<file path="config.mk">
export PLATFORM = sky130hd
export DESIGN_NAME = mppt_duty_tracker
export DESIGN_NICKNAME = d
export VERILOG_FILES = /design/src/rtl/mdt_pkg.sv /design/src/rtl/mdt_front.sv /design/src/rtl/mdt_queue.sv /design/src/rtl/mdt_back.sv /design/src/rtl/mppt_duty_tracker.sv
export SDC_FILE = /design/constraint.sdc
export NUM_CORES = 2
export LEC_CHECK = 0
export ABC_AREA = 1
export BUFFER_PORTS_ARGS = -buffer_cell sky130_fd_sc_hd__buf_4
export CAP_MARGIN = 20
export CORE_MARGIN = 1.5
export CORE_UTILIZATION = 55
export CTS_CLUSTER_DIAMETER = 60
export DETAILED_ROUTE_END_ITERATION = 8
export PLACE_DENSITY = 0.72
export RECOVER_POWER = 50
export SLEW_MARGIN = 20
export SYNTH_ARGS = -nofsm -noshare
export SYNTH_HDL_FRONTEND = slang
export SYNTH_SLANG_ARGS = --single-unit
</file>
<file path="constraint.sdc">
create_clock -name clock -period 8.2 [get_ports clock]
set_input_delay 0.41 -clock clock [delete_from_list [all_inputs] [get_ports clock]]
set_output_delay 0.41 -clock clock [all_outputs]
set_load 0.02 [all_outputs]
</file>
<file path="src/rtl/mdt_pkg.sv">
// mdt_pkg: shared types and constants of the duty tracker.
// Used by the front, queue, back, top level and checker. No dependencies.
package mdt_pkg;

   localparam int VOLT_W  = 16;
   localparam int CURR_W  = 16;
   localparam int POWER_W = 32;
   localparam int DUTY_W  = 17;
   localparam int SLOPE_W = 24;
   localparam int STEP_W  = 16;

   localparam logic [DUTY_W-1:0]  DUTY_ONE   = 17'd65536;
   localparam logic [DUTY_W-1:0]  DUTY_RESET = 17'd24052;
   localparam logic [SLOPE_W-1:0] SLOPE_MAX  = 24'hFFFFFF;

   // register indexes
   localparam logic [2:0] REG_LARGE_STEP   = 3'd0;
   localparam logic [2:0] REG_SMALL_STEP   = 3'd1;
   localparam logic [2:0] REG_CURRENT_GAIN = 3'd2;
   localparam logic [2:0] REG_SLOPE_LOW    = 3'd3;
   localparam logic [2:0] REG_SLOPE_HIGH   = 3'd4;
   localparam logic [2:0] REG_VAR_STEP_OFF = 3'd5;

   localparam logic [STEP_W-1:0]  LARGE_STEP_RST   = 16'd655;
   localparam logic [STEP_W-1:0]  SMALL_STEP_RST   = 16'd7;
   localparam logic [STEP_W-1:0]  CURRENT_GAIN_RST = 16'd66;
   localparam logic [SLOPE_W-1:0] SLOPE_LOW_RST    = 24'd512;
   localparam logic [SLOPE_W-1:0] SLOPE_HIGH_RST   = 24'd5120;

   typedef struct packed {
      logic [STEP_W-1:0]  large_step;
      logic [STEP_W-1:0]  small_step;
      logic [STEP_W-1:0]  current_gain;
      logic [SLOPE_W-1:0] slope_low;
      logic [SLOPE_W-1:0] slope_high;
      logic               variable_step_off;
   } cfg_type;

   // one classified sample, front to back
   typedef struct packed {
      logic               v_changed;
      logic               dv_neg;
      logic [VOLT_W-1:0]  dv_abs;
      logic               dp_neg;
      logic               dp_zero;
      logic [POWER_W-1:0] dp_abs;
      logic               di_neg;
      logic [CURR_W-1:0]  di_abs;
   } work_type;

   typedef struct packed {
      logic empty;
      logic full;
   } qstat_type;

endpackage

</file>
<file path="src/rtl/mdt_front.sv">
// mdt_front: accepts samples, forms power and the differences to the previous sample.
// Depends on mdt_pkg; feeds mdt_queue.
module mdt_front (
   input  logic                          clock,
   input  logic                          reset,
   input  logic                          req_valid,
   output logic                          req_stall,
   input  logic [mdt_pkg::VOLT_W-1:0]    req_panel_voltage,
   input  logic [mdt_pkg::CURR_W-1:0]    req_panel_current,
   input  mdt_pkg::qstat_type            qstat,
   output logic                          push,
   output mdt_pkg::work_type             push_data
);

   logic                          hold_valid_ff, hold_valid_in;
   logic [mdt_pkg::VOLT_W-1:0]    volt_ff, volt_in;
   logic [mdt_pkg::CURR_W-1:0]    curr_ff, curr_in;
   logic [mdt_pkg::POWER_W-1:0]   power_ff, power_in;
   logic [mdt_pkg::VOLT_W-1:0]    prev_volt_ff, prev_volt_in;
   logic [mdt_pkg::CURR_W-1:0]    prev_curr_ff, prev_curr_in;
   logic [mdt_pkg::POWER_W-1:0]   prev_power_ff, prev_power_in;
   logic                          accept;

   assign req_stall = hold_valid_ff && qstat.full;
   assign accept    = req_valid && !req_stall;
   assign push      = hold_valid_ff && !qstat.full;

   always_comb begin
      push_data.v_changed = (volt_ff != prev_volt_ff);
      push_data.dv_neg    = (volt_ff < prev_volt_ff);
      push_data.dv_abs    = push_data.dv_neg ? (prev_volt_ff - volt_ff)
                                             : (volt_ff - prev_volt_ff);
      push_data.dp_neg    = (power_ff < prev_power_ff);
      push_data.dp_zero   = (power_ff == prev_power_ff);
      push_data.dp_abs    = push_data.dp_neg ? (prev_power_ff - power_ff)
                                             : (power_ff - prev_power_ff);
      push_data.di_neg    = (curr_ff < prev_curr_ff);
      push_data.di_abs    = push_data.di_neg ? (prev_curr_ff - curr_ff)
                                             : (curr_ff - prev_curr_ff);
   end

   always_comb begin
      hold_valid_in = hold_valid_ff;
      volt_in       = volt_ff;
      curr_in       = curr_ff;
      power_in      = power_ff;
      prev_volt_in  = prev_volt_ff;
      prev_curr_in  = prev_curr_ff;
      prev_power_in = prev_power_ff;
      if (push) begin
         hold_valid_in = 1'b0;
         prev_volt_in  = volt_ff;
         prev_curr_in  = curr_ff;
         prev_power_in = power_ff;
      end
      if (accept) begin
         hold_valid_in = 1'b1;
         volt_in       = req_panel_voltage;
         curr_in       = req_panel_current;
         power_in      = req_panel_voltage * req_panel_current;
      end
   end

   always_ff @(posedge clock) begin
      volt_ff  <= volt_in;
      curr_ff  <= curr_in;
      power_ff <= power_in;
      if (reset) begin
         hold_valid_ff <= 1'b0;
         prev_volt_ff  <= '0;
         prev_curr_ff  <= '0;
         prev_power_ff <= '0;
      end else begin
         hold_valid_ff <= hold_valid_in;
         prev_volt_ff  <= prev_volt_in;
         prev_curr_ff  <= prev_curr_in;
         prev_power_ff <= prev_power_in;
      end
   end

endmodule

</file>
<file path="src/rtl/mdt_queue.sv">
// mdt_queue: small register FIFO of classified samples between front and back.
// Depends on mdt_pkg.
module mdt_queue #(
   parameter int DEPTH = 2
) (
   input  logic                clock,
   input  logic                reset,
   input  logic                push,
   input  mdt_pkg::work_type   push_data,
   input  logic                pop,
   output mdt_pkg::work_type   pop_data,
   output mdt_pkg::qstat_type  qstat
);

   localparam int PTR_W = (DEPTH > 1) ? $clog2(DEPTH) : 1;
   localparam int CNT_W = $clog2(DEPTH + 1);
   localparam logic [PTR_W-1:0] LAST_PTR = PTR_W'(DEPTH - 1);
   localparam logic [CNT_W-1:0] FULL_CNT = CNT_W'(DEPTH);

   mdt_pkg::work_type      entry_ff [DEPTH];
   logic [PTR_W-1:0]       wr_ptr_ff, wr_ptr_in;
   logic [PTR_W-1:0]       rd_ptr_ff, rd_ptr_in;
   logic [CNT_W-1:0]       count_ff, count_in;

   assign qstat.empty = (count_ff == '0);
   assign qstat.full  = (count_ff == FULL_CNT);
   assign pop_data    = entry_ff[rd_ptr_ff];

   always_comb begin
      wr_ptr_in = wr_ptr_ff;
      rd_ptr_in = rd_ptr_ff;
      count_in  = count_ff;
      if (push) begin
         wr_ptr_in = (wr_ptr_ff == LAST_PTR) ? '0 : wr_ptr_ff + 1'b1;
      end
      if (pop) begin
         rd_ptr_in = (rd_ptr_ff == LAST_PTR) ? '0 : rd_ptr_ff + 1'b1;
      end
      if (push && !pop) begin
         count_in = count_ff + 1'b1;
      end else if (pop && !push) begin
         count_in = count_ff - 1'b1;
      end
   end

   always_ff @(posedge clock) begin
      if (push) begin
         entry_ff[wr_ptr_ff] <= push_data;
      end
      if (reset) begin
         wr_ptr_ff <= '0;
         rd_ptr_ff <= '0;
         count_ff  <= '0;
      end else begin
         wr_ptr_ff <= wr_ptr_in;
         rd_ptr_ff <= rd_ptr_in;
         count_ff  <= count_in;
      end
   end

endmodule

</file>
<file path="src/rtl/mdt_back.sv">
// mdt_back: serial slope divider, current-gain multiply and duty update with output register.
// Depends on mdt_pkg; pops mdt_queue.
module mdt_back (
   input  logic                           clock,
   input  logic                           reset,
   input  mdt_pkg::cfg_type               cfg,
   input  mdt_pkg::qstat_type             qstat,
   input  mdt_pkg::work_type              pop_data,
   output logic                           pop,
   output logic                           rsp_valid,
   input  logic                           rsp_stall,
   output logic [mdt_pkg::DUTY_W-1:0]     rsp_duty,
   output logic                           rsp_voltage_changed,
   output logic                           rsp_at_peak,
   output logic [mdt_pkg::SLOPE_W-1:0]    rsp_slope_magnitude
);

   typedef enum logic [1:0] {ST_IDLE, ST_DIV, ST_MUL, ST_DONE} state_type;

   localparam int SUM_W = 26;

   state_type                        state_ff, state_in;
   mdt_pkg::work_type                item_ff, item_in;
   logic [mdt_pkg::VOLT_W-1:0]       rem_ff, rem_in;
   logic [mdt_pkg::POWER_W-1:0]      quo_ff, quo_in;
   logic [4:0]                       cnt_ff, cnt_in;
   logic [31:0]                      prod_ff, prod_in;
   logic [mdt_pkg::DUTY_W-1:0]       prev_duty_ff, prev_duty_in;
   logic [mdt_pkg::SLOPE_W-1:0]      last_slope_ff, last_slope_in;
   logic                             rsp_valid_ff, rsp_valid_in;
   logic [mdt_pkg::DUTY_W-1:0]       duty_ff, duty_in;
   logic                             vchg_ff, vchg_in;
   logic                             peak_ff, peak_in;
   logic [mdt_pkg::SLOPE_W-1:0]      slope_ff, slope_in;

   logic [17:0]                      diff;
   logic [mdt_pkg::SLOPE_W-1:0]      mag;
   logic                             window;
   logic [mdt_pkg::STEP_W-1:0]       step;
   logic [23:0]                      delta_mag;
   logic                             delta_neg;
   logic [SUM_W-1:0]                 base;
   logic [SUM_W-1:0]                 sum;
   logic [mdt_pkg::DUTY_W-1:0]       new_duty;

   assign rsp_valid           = rsp_valid_ff;
   assign rsp_duty            = duty_ff;
   assign rsp_voltage_changed = vchg_ff;
   assign rsp_at_peak         = peak_ff;
   assign rsp_slope_magnitude = slope_ff;

   // restoring division step and duty arithmetic
   always_comb begin
      diff   = {1'b0, rem_ff, quo_ff[31]} - {2'b00, item_ff.dv_abs};
      mag    = (quo_ff[31:24] != '0) ? mdt_pkg::SLOPE_MAX : quo_ff[23:0];
      window = (mag > cfg.slope_low) && (mag < cfg.slope_high) && !cfg.variable_step_off;
      step   = window ? cfg.large_step : cfg.small_step;
      if (item_ff.v_changed) begin
         delta_mag = item_ff.dp_zero ? '0 : {8'd0, step};
         // rising power with rising voltage lowers the duty
         delta_neg = (item_ff.dp_neg == item_ff.dv_neg);
      end else begin
         delta_mag = prod_ff[31:8];
         delta_neg = item_ff.di_neg;
      end
      base = {{(SUM_W - mdt_pkg::DUTY_W){1'b0}}, prev_duty_ff};
      sum  = delta_neg ? base - {2'b00, delta_mag} : base + {2'b00, delta_mag};
      if (sum[SUM_W-1]) begin
         new_duty = '0;
      end else if (sum > {{(SUM_W - mdt_pkg::DUTY_W){1'b0}}, mdt_pkg::DUTY_ONE}) begin
         new_duty = mdt_pkg::DUTY_ONE;
      end else begin
         new_duty = sum[mdt_pkg::DUTY_W-1:0];
      end
   end

   always_comb begin
      state_in      = state_ff;
      item_in       = item_ff;
      rem_in        = rem_ff;
      quo_in        = quo_ff;
      cnt_in        = cnt_ff;
      prod_in       = prod_ff;
      prev_duty_in  = prev_duty_ff;
      last_slope_in = last_slope_ff;
      rsp_valid_in  = rsp_valid_ff && rsp_stall;
      duty_in       = duty_ff;
      vchg_in       = vchg_ff;
      peak_in       = peak_ff;
      slope_in      = slope_ff;
      pop           = 1'b0;
      unique case (state_ff)
         ST_IDLE: begin
            if (!qstat.empty) begin
               pop      = 1'b1;
               item_in  = pop_data;
               rem_in   = '0;
               quo_in   = pop_data.dp_abs;
               cnt_in   = '0;
               state_in = pop_data.v_changed ? ST_DIV : ST_MUL;
            end
         end
         ST_DIV: begin
            if (!diff[17]) begin
               rem_in = diff[15:0];
               quo_in = {quo_ff[30:0], 1'b1};
            end else begin
               rem_in = {rem_ff[14:0], quo_ff[31]};
               quo_in = {quo_ff[30:0], 1'b0};
            end
            cnt_in = cnt_ff + 1'b1;
            if (cnt_ff == '1) begin
               state_in = ST_DONE;
            end
         end
         ST_MUL: begin
            prod_in  = item_ff.di_abs * cfg.current_gain;
            state_in = ST_DONE;
         end
         ST_DONE: begin
            if (!rsp_valid_ff || !rsp_stall) begin
               rsp_valid_in = 1'b1;
               duty_in      = new_duty;
               prev_duty_in = new_duty;
               vchg_in      = item_ff.v_changed;
               peak_in      = !item_ff.v_changed || item_ff.dp_zero;
               if (item_ff.v_changed) begin
                  last_slope_in = mag;
                  slope_in      = mag;
               end else begin
                  slope_in      = last_slope_ff;
               end
               state_in = ST_IDLE;
            end
         end
         default: state_in = ST_IDLE;
      endcase
   end

   always_ff @(posedge clock) begin
      item_ff  <= item_in;
      rem_ff   <= rem_in;
      quo_ff   <= quo_in;
      cnt_ff   <= cnt_in;
      prod_ff  <= prod_in;
      duty_ff  <= duty_in;
      vchg_ff  <= vchg_in;
      peak_ff  <= peak_in;
      slope_ff <= slope_in;
      if (reset) begin
         state_ff      <= ST_IDLE;
         prev_duty_ff  <= mdt_pkg::DUTY_RESET;
         last_slope_ff <= '0;
         rsp_valid_ff  <= 1'b0;
      end else begin
         state_ff      <= state_in;
         prev_duty_ff  <= prev_duty_in;
         last_slope_ff <= last_slope_in;
         rsp_valid_ff  <= rsp_valid_in;
      end
   end

endmodule

</file>
<file path="src/rtl/mppt_duty_tracker.sv">
// mppt_duty_tracker: top level of the hill-climbing duty tracker, with its register file.
// Depends on mdt_pkg, mdt_front, mdt_queue and mdt_back.
//
//   channel   ports       handshake                 moves
//   input     req_*       req_valid / req_stall     one voltage and current sample a beat
//   result    rsp_*       rsp_valid / rsp_stall     one duty, flags and slope a beat
//   config    APB         psel/penable/pwrite       one register write a beat
//
// The back end passes a sample whose voltage changed through the one-bit-a-cycle slope
// divider, and a sample whose voltage held through the gain multiply, one sample at a time.
// The front takes a sample every cycle until the queue and its holding register are full, so bursts are absorbed.
// Synchronous active-high reset; no clearing pass, the block is ready right after reset.
// A stalled result holds in the output register while the next sample is already computed.
module mppt_duty_tracker #(
   parameter int QUEUE_DEPTH = 2
) (
   input  logic                           clock,
   input  logic                           reset,
   input  logic                           req_valid,
   output logic                           req_stall,
   input  logic [mdt_pkg::VOLT_W-1:0]     req_panel_voltage,
   input  logic [mdt_pkg::CURR_W-1:0]     req_panel_current,
   output logic                           rsp_valid,
   input  logic                           rsp_stall,
   output logic [mdt_pkg::DUTY_W-1:0]     rsp_duty,
   output logic                           rsp_voltage_changed,
   output logic                           rsp_at_peak,
   output logic [mdt_pkg::SLOPE_W-1:0]    rsp_slope_magnitude,
   input  logic                           psel,
   input  logic                           penable,
   input  logic                           pwrite,
   input  logic [4:0]                     paddr,
   input  logic [31:0]                    pwdata,
   output logic [31:0]                    prdata,
   output logic                           pready
);

   mdt_pkg::cfg_type     cfg_ff, cfg_in;
   mdt_pkg::qstat_type   qstat;
   mdt_pkg::work_type    push_data;
   mdt_pkg::work_type    pop_data;
   logic                 push;
   logic                 pop;
   logic                 wr_en;
   logic [2:0]           reg_idx;

   assign pready  = 1'b1;
   assign wr_en   = psel && penable && pwrite;
   assign reg_idx = paddr[4:2];

   always_comb begin
      cfg_in = cfg_ff;
      if (wr_en) begin
         unique case (reg_idx)
            mdt_pkg::REG_LARGE_STEP:   cfg_in.large_step        = pwdata[15:0];
            mdt_pkg::REG_SMALL_STEP:   cfg_in.small_step        = pwdata[15:0];
            mdt_pkg::REG_CURRENT_GAIN: cfg_in.current_gain      = pwdata[15:0];
            mdt_pkg::REG_SLOPE_LOW:    cfg_in.slope_low         = pwdata[23:0];
            mdt_pkg::REG_SLOPE_HIGH:   cfg_in.slope_high        = pwdata[23:0];
            mdt_pkg::REG_VAR_STEP_OFF: cfg_in.variable_step_off = pwdata[0];
            default: ;
         endcase
      end
   end

   always_comb begin
      unique case (reg_idx)
         mdt_pkg::REG_LARGE_STEP:   prdata = {16'd0, cfg_ff.large_step};
         mdt_pkg::REG_SMALL_STEP:   prdata = {16'd0, cfg_ff.small_step};
         mdt_pkg::REG_CURRENT_GAIN: prdata = {16'd0, cfg_ff.current_gain};
         mdt_pkg::REG_SLOPE_LOW:    prdata = {8'd0, cfg_ff.slope_low};
         mdt_pkg::REG_SLOPE_HIGH:   prdata = {8'd0, cfg_ff.slope_high};
         mdt_pkg::REG_VAR_STEP_OFF: prdata = {31'd0, cfg_ff.variable_step_off};
         default:                   prdata = '0;
      endcase
   end

   always_ff @(posedge clock) begin
      if (reset) begin
         cfg_ff.large_step        <= mdt_pkg::LARGE_STEP_RST;
         cfg_ff.small_step        <= mdt_pkg::SMALL_STEP_RST;
         cfg_ff.current_gain      <= mdt_pkg::CURRENT_GAIN_RST;
         cfg_ff.slope_low         <= mdt_pkg::SLOPE_LOW_RST;
         cfg_ff.slope_high        <= mdt_pkg::SLOPE_HIGH_RST;
         cfg_ff.variable_step_off <= 1'b0;
      end else begin
         cfg_ff <= cfg_in;
      end
   end

   mdt_front u_front (
      .clock             (clock),
      .reset             (reset),
      .req_valid         (req_valid),
      .req_stall         (req_stall),
      .req_panel_voltage (req_panel_voltage),
      .req_panel_current (req_panel_current),
      .qstat             (qstat),
      .push              (push),
      .push_data         (push_data)
   );

   mdt_queue #(
      .DEPTH (QUEUE_DEPTH)
   ) u_queue (
      .clock     (clock),
      .reset     (reset),
      .push      (push),
      .push_data (push_data),
      .pop       (pop),
      .pop_data  (pop_data),
      .qstat     (qstat)
   );

   mdt_back u_back (
      .clock               (clock),
      .reset               (reset),
      .cfg                 (cfg_ff),
      .qstat               (qstat),
      .pop_data            (pop_data),
      .pop                 (pop),
      .rsp_valid           (rsp_valid),
      .rsp_stall           (rsp_stall),
      .rsp_duty            (rsp_duty),
      .rsp_voltage_changed (rsp_voltage_changed),
      .rsp_at_peak         (rsp_at_peak),
      .rsp_slope_magnitude (rsp_slope_magnitude)
   );

endmodule

</file>
# Yosys cells after proc, flatten, opt, wreduce, memory -nomap -nowiden

Memory sizes are Yosys's and may differ from the RTL's. A register that Yosys moved wholly into a read port is not among the register bits.
Cells that the tools add are included.

Logic and storage cells: 152
Register bits: 439
Memories kept: 1
Memory bits (writable): 138
Output and inout port bits: 78

Memories:

| memory           | words | bits a word | read ports | clocked after memory_dff | wr ports | line            | source |
|---|---|---|---|---|---|---|---|
| u_queue.entry_ff | 2     | 69          | 1          | 1                        | 1        | mdt_queue.sv:20 | `mdt_pkg::work_type entry_ff [DEPTH];` |

$add $sub $neg: 14
Bitwise gates (word level): 1
Reductions and logical operators: 37
$mul: 2
Order comparisons: 6
Mux-type cells: 40
Equality and inequality tests: 16

Operator list:

| kind                   | number |
|---|---|
| $pmux W24 S6           | 1 |
| $mux W16               | 6 |
| $mux W24               | 3 |
| $mul A16 B16 Y32       | 2 |
| $mux W32               | 2 |
| $pmux W32 S2           | 1 |
| $sub A16 B16 Y16       | 4 |
| $sub A32 B32 Y32       | 2 |
| $mux W17               | 2 |
| $eq A32 B32 Y1         | 1 |
| $lt A16 B16 Y1         | 2 |
| $lt A32 B32 Y1         | 1 |
| $pmux W16 S2           | 1 |
| $gt A26 B17 Y1 const B | 1 |
| $mux W26               | 1 |
| $add A17 B24 Y25       | 1 |
| $sub A17 B24 Y25       | 1 |
| $gt A24 B24 Y1         | 1 |
| $lt A24 B24 Y1         | 1 |
| $reduce_and A2 Y1      | 9 |
| $sub A17 B16 Y18       | 1 |
| $ne A16 B16 Y1         | 1 |
| $mux W1                | 14 |
| $mux W2                | 6 |
| 25 further kinds       | 51 |

# Logic depth before layout (Yosys ltp)

Depth after elaboration: 13
Gate-level depth with buffers: 42
Mapped depth without buffers: 38

# Cells and area by module

Synthesis repeated with hierarchy kept, for this count alone.

Cell total of the unflattened synthesis: 7238
Area total of the unflattened synthesis: 54497.3 um2

By module, submodules not included:

| module            | instances | seq. area each (um2) | cells an instance | area an instance (um2) |
|---|---|---|---|---|
| mdt_back          | 1         | 5595.4               | 2944              | 22322.7 |
| mdt_front         | 1         | 3223.1               | 3266              | 22023.6 |
| mdt_queue         | 1         | 4244.1               | 248               | 5247.5 |
| mppt_duty_tracker | 1         | 1941.9               | 780               | 4903.5 |

# Least setup slack after synthesis

OpenSTA, ideal clock, no wires.

Path type: input -> register
Start point: in req_panel_current[1] in the netlist's numbering
End point: reg u_front.power_ff[22] in the netlist's numbering, data pin
Arrival time: 5.569 ns
Stages: 24
Required time: 7.935 ns
Slack: 2.366 ns
Path through: clkbuf_1 -> clkbuf_1 -> nand2_1 -> fa_1 -> inv_1 -> fa_1 -> inv_1 -> fa_1 -> fa_1 -> inv_1 -> fa_1 -> inv_1 -> fa_1 -> inv_1 -> ha_1 -> a21oi_1 -> inv_1 -> a21oi_1 -> o221ai_1 -> a21oi_1 -> nor3_1 -> nor2_1 -> o21ai_0 -> xor2_1

Cells in the longest elaborated chain, start to end: 1

RTL lines:

| element              | line                    | source |
|---|---|---|
| start, declared      | mppt_duty_tracker.sv:22 | `input logic [mdt_pkg::CURR_W-1:0] req_panel_current,` |
| $mul A16 B16 Y32     | mdt_front.sv:60         | `power_in = req_panel_voltage * req_panel_current;` |
| end signal, assigned | mdt_front.sv:67         | `power_ff <= power_in;` |
| end, declared        | mdt_front.sv:18         | `logic [mdt_pkg::POWER_W-1:0] power_ff, power_in;` |

Every way passes these cells.
A chain may end at the register's enable or synchronous reset.

==> impl_metrics.csv <==
group,metric,value,unit
finish,finish.instance_area,53600,sq um
synthesis,avgSynthCellArea,8.04,sq um
critical_path,worstPathRequired,8.73,ns
pwr,ir_drop,0.518,mV
worst_hold_path,min-delay-start,"pwdata[0]",
place,port_buffers,134,
synthesis,yosysSeqAreaShare,30.0,%
drt,vias,40584,
critical_path,crit_end,"u_back.prev_duty_ff[0]",
sta,fin_tns_setup,0,ns
finish,num-fill-cells,8083,
synthesis,synth_flop_cell,"edfxtp_1",
floorplanning,die_h,305,um
drt,drt_iter0_markers,3148,
floorplanning,dieWidth,305,um
pwr,power_density,367,nW/um^2
drt,wire_per_inst,17.3,um
status,status,"finished, violations left",
sta,slew_violations,538,
pwr,p_leak,25.9,nW
finish,area_delta_synth_final,7.09,%
place,place.gp.congestion,0.969,
synthesis,synth-edff-count,359,
drt,dr.pass1.iters,6,
critical_path,rr_worst_depth,29,
critical_path,r2r-end,"u_back.rsp_duty[12]",
synthesis,ys_ff_latch,570,
finish,antennaDiodeCount,0,
cts,cts_hold_buffers,0,
cts,htree_levels,3,
critical_path,r2r_slack,1.50,ns
run,maxCapViolCount,9,
cts,cts_sinks,570,
cts,clk_pin_slew,0.06,ns
cts,cts_buffers,68,
cts,cts_tree,"built",
drt,wirelength,128000,um
place,hpwlAfterDp,98600,um
floorplanning,fp.coreArea,90100,sq um
place,placed_area,51700,sq um
sta,rsz0062_at_grt,"no",
place,pre_cts_ws,1.52,ns
critical_path,critPathArrivalTime,7.43,ns
finish,drive_gt1_share,4.04,%
global_routing,grt_overflow_total,0,
critical_path,crit_fanout,123,
critical_path,end_kind,"register",
cts,post_cts_buffers,0,
drt,viasPerCell,5.47,
global_routing,grt_pass1_wl,207000,um
critical_path,critPathLaunchType,"input pin",
global_routing,grt_pass1_vias,40126,
sta,finalCriticalPeriod,6.90,ns
sta,finalSetupViolations,0,
drt,drc,0,
synthesis,netlist_instances,6231,
finish,instances_no_fill,7419,
floorplanning,io_pins,154,
synthesis,yosys_warnings,0,
sta,worstMarginPinSlew,4.91,ns
drt,final_antenna_net_count,0,
cts,post_cts_resize_count,0,
sta,slew-limit-headroom,-227,%
floorplanning,initial_utilization,55.6,%
synthesis,async_flop_share,0,%
global_routing,antenna_found_initial,1,
place,dp.cells,7294,
synthesis,yosysUniqueCellTypes,61,
sta,max_freq,0.145,GHz
critical_path,r2r_start,"u_back.quo_ff[31]",
cts,cts_buffer_depth,3,
sta,hold_violations,0,
floorplanning,die_area,92900,sq um
sta,finClkSkew,0.0421,ns
global_routing,track_usage,27.6,%
global_routing,grt_max_degree,124,
status,violations,"capacitance limit, slew limit",
critical_path,critPathKind,"input pin to register",
floorplanning,rows,110,
synthesis,syn-cell-area,50100,sq um
cts,clk_latency,0.63,ns
cts,root_buffer,"clkbuf_16",
sta,post-route-period-util,84.1,%
finish,fin_nets,7100,
worst_hold_path,hold_class,"input pin to register",
critical_path,crit_start,"reset",
sta,setup_ws,1.30,ns
[power by group]
| group | internal [W] | total, W | switching [W] |
|---|---|---|---|
| Combinational | 0.00403 | 0.0117 | 0.00764 |
| Sequential | 0.00443 | 0.00493 | 0.000500 |
| Clock | 0.00182 | 0.00310 | 0.00128 |
[layout make-up]
| cell class | count | area (sq um) | share of cell area, % |
|---|---|---|---|
| Clock buffer | 77 | 1790 | 3.34 |
| Clock inverter | 48 | 523 | 0.975 |
| Inverter | 1262 | 4740 | 8.84 |
| Multi-Input combinational cell | 4123 | 29200 | 54.5 |
| Sequential cell | 570 | 15000 | 28.0 |
| Tap cell | 1176 | 1470 | 2.74 |
| Timing Repair Buffer | 163 | 867 | 1.62 |
[per-stage QoR]
step                util (%)  power, W  hold WS [ns]
global route            59.5    0.0214        0.0329
global placement        57.4    0.0163         0.432
detailed placement      57.4    0.0165         0.446
CTS                     59.9    0.0197        0.0178
floorplan                  -    0.0134         0.426
finish                  59.5    0.0197        0.0317
[critical path: stages]
cell and delay, ns:
clkbuf_1 0.73, clkinvlp_2 1.67, clkbuf_1 3.50, o21ai_0 0.67, a21oi_2 0.31
[flip-flops by register name, indices dropped and copies added, names as in the netlist, 5 cells and up, named ones only]
name	count
cfg_ff	97
u_back.cnt_ff	5
u_back.item_ff	37
u_back.last_slope_ff	24
u_back.prev_duty_ff	17
u_back.prod_ff	24
u_back.quo_ff	32
u_back.rem_ff	16
u_back.rsp_duty	17
u_back.rsp_slope_magnitude	24
u_front.curr_ff	16
u_front.power_ff	32
u_front.prev_curr_ff	16
u_front.prev_power_ff	32
u_front.prev_volt_ff	16
u_front.volt_ff	16
u_queue.entry_ff	138
[layout by cell type, fill, tap and decap left out, types with 10 or more instances in the layout]
cell	n
a31oi_1	10
inv_1	1244
edfxtp_1	359
clkinv_2	13
clkbuf_1	98
o21ai_0	386
o21a_1	19
nor4_1	12
nand2_1	1421
o22ai_1	17
a21oi_1	513
clkinv_1	14
a21o_1	13
o211ai_1	20
nand3_1	178
xor2_1	110
a221oi_1	17
clkbuf_16	68
o21bai_1	18
o221ai_1	18
a22oi_1	26
nor2_1	267
xnor2_1	47
nand4_1	25
dfxtp_1	211
inv_2	12
o21ai_1	24
nor3_1	32
fa_1	396
nand3_2	18
ha_1	440
buf_4	68
[per-layer routing]
metal	vias up	part of all wire [%]	track usage (%)
met5	-	0.0054	0
met4	2	2.8	8.08
met3	236	6.8	3.55
met2	1331	49	47.9
met1	19424	42	36.2
li1	19591	-	-
[worst min-delay path by stage]
stage,end,slack (ns),cells past startpoint
after floorplan,register,0.43,1
after global placement,register,0.43,1
after detailed placement,register,0.45,1
after CTS,cfg_ff[65],0.02,3
after global routing,cfg_ff[50],0.03,3
final,cfg_ff[65],0.03,3
[kinds of logic after synthesis]
logic type                 share of synthesized area (%)
AOI/OAI and AO/OA                                   12.3
xor gates and xnor gates                            2.75
adders and majority gates                           26.8
buffers and inverters                               11.8
DFF                                                 30.0
muxes                                              0.180
other                                             0.0150
and+or+nand+nor                                     16.2
[Yosys cell counts, types with 3 or more instances]
| cell type | n | area, sq um |
|---|---|---|
| o221a_2 | 3 | 33.8 |
| a21oi_2 | 6 | 52.6 |
| fa_1 | 396 | 7930 |
| clkinv_1 | 5 | 18.8 |
| a221oi_1 | 17 | 149 |
| buf_4 | 14 | 105 |
| ha_1 | 440 | 5510 |
| nor2_4 | 4 | 45.0 |
| a22oi_1 | 26 | 195 |
| buf_2 | 9 | 45.0 |
| nand3b_1 | 7 | 52.6 |
| a211oi_1 | 5 | 37.5 |
| nand2_2 | 8 | 50.1 |
| o21a_1 | 19 | 143 |
| o21bai_1 | 18 | 135 |
| o211ai_1 | 20 | 150 |
| nor2_2 | 3 | 18.8 |
| o21ai_1 | 24 | 120 |
| nor3_1 | 32 | 160 |
| a31oi_1 | 10 | 62.6 |
| nand2_4 | 6 | 67.6 |
| o31ai_1 | 4 | 30.0 |
| nand3_1 | 178 | 891 |
| xor2_1 | 110 | 963 |
| nor2_1 | 268 | 1010 |
| dfxtp_1 | 211 | 4220 |
| xnor2_1 | 47 | 412 |
| o22ai_1 | 17 | 106 |
| o221ai_1 | 18 | 158 |
| mux2i_1 | 9 | 90.1 |
| o21ai_0 | 386 | 1930 |
| a21oi_1 | 514 | 2570 |
| nor4_1 | 12 | 75.1 |
| inv_1 | 1243 | 4670 |
| a21boi_0 | 6 | 45.0 |
| edfxtp_1 | 359 | 10800 |
| buf_1 | 10 | 37.5 |
| inv_2 | 14 | 52.6 |
| a21o_1 | 13 | 97.6 |
| nand4_1 | 25 | 156 |
| nand3_2 | 18 | 180 |
| nand2_1 | 1421 | 5330 |
| clkbuf_1 | 247 | 927 |
| o2111ai_1 | 7 | 61.3 |
Power figures use the tool's default switching activity.
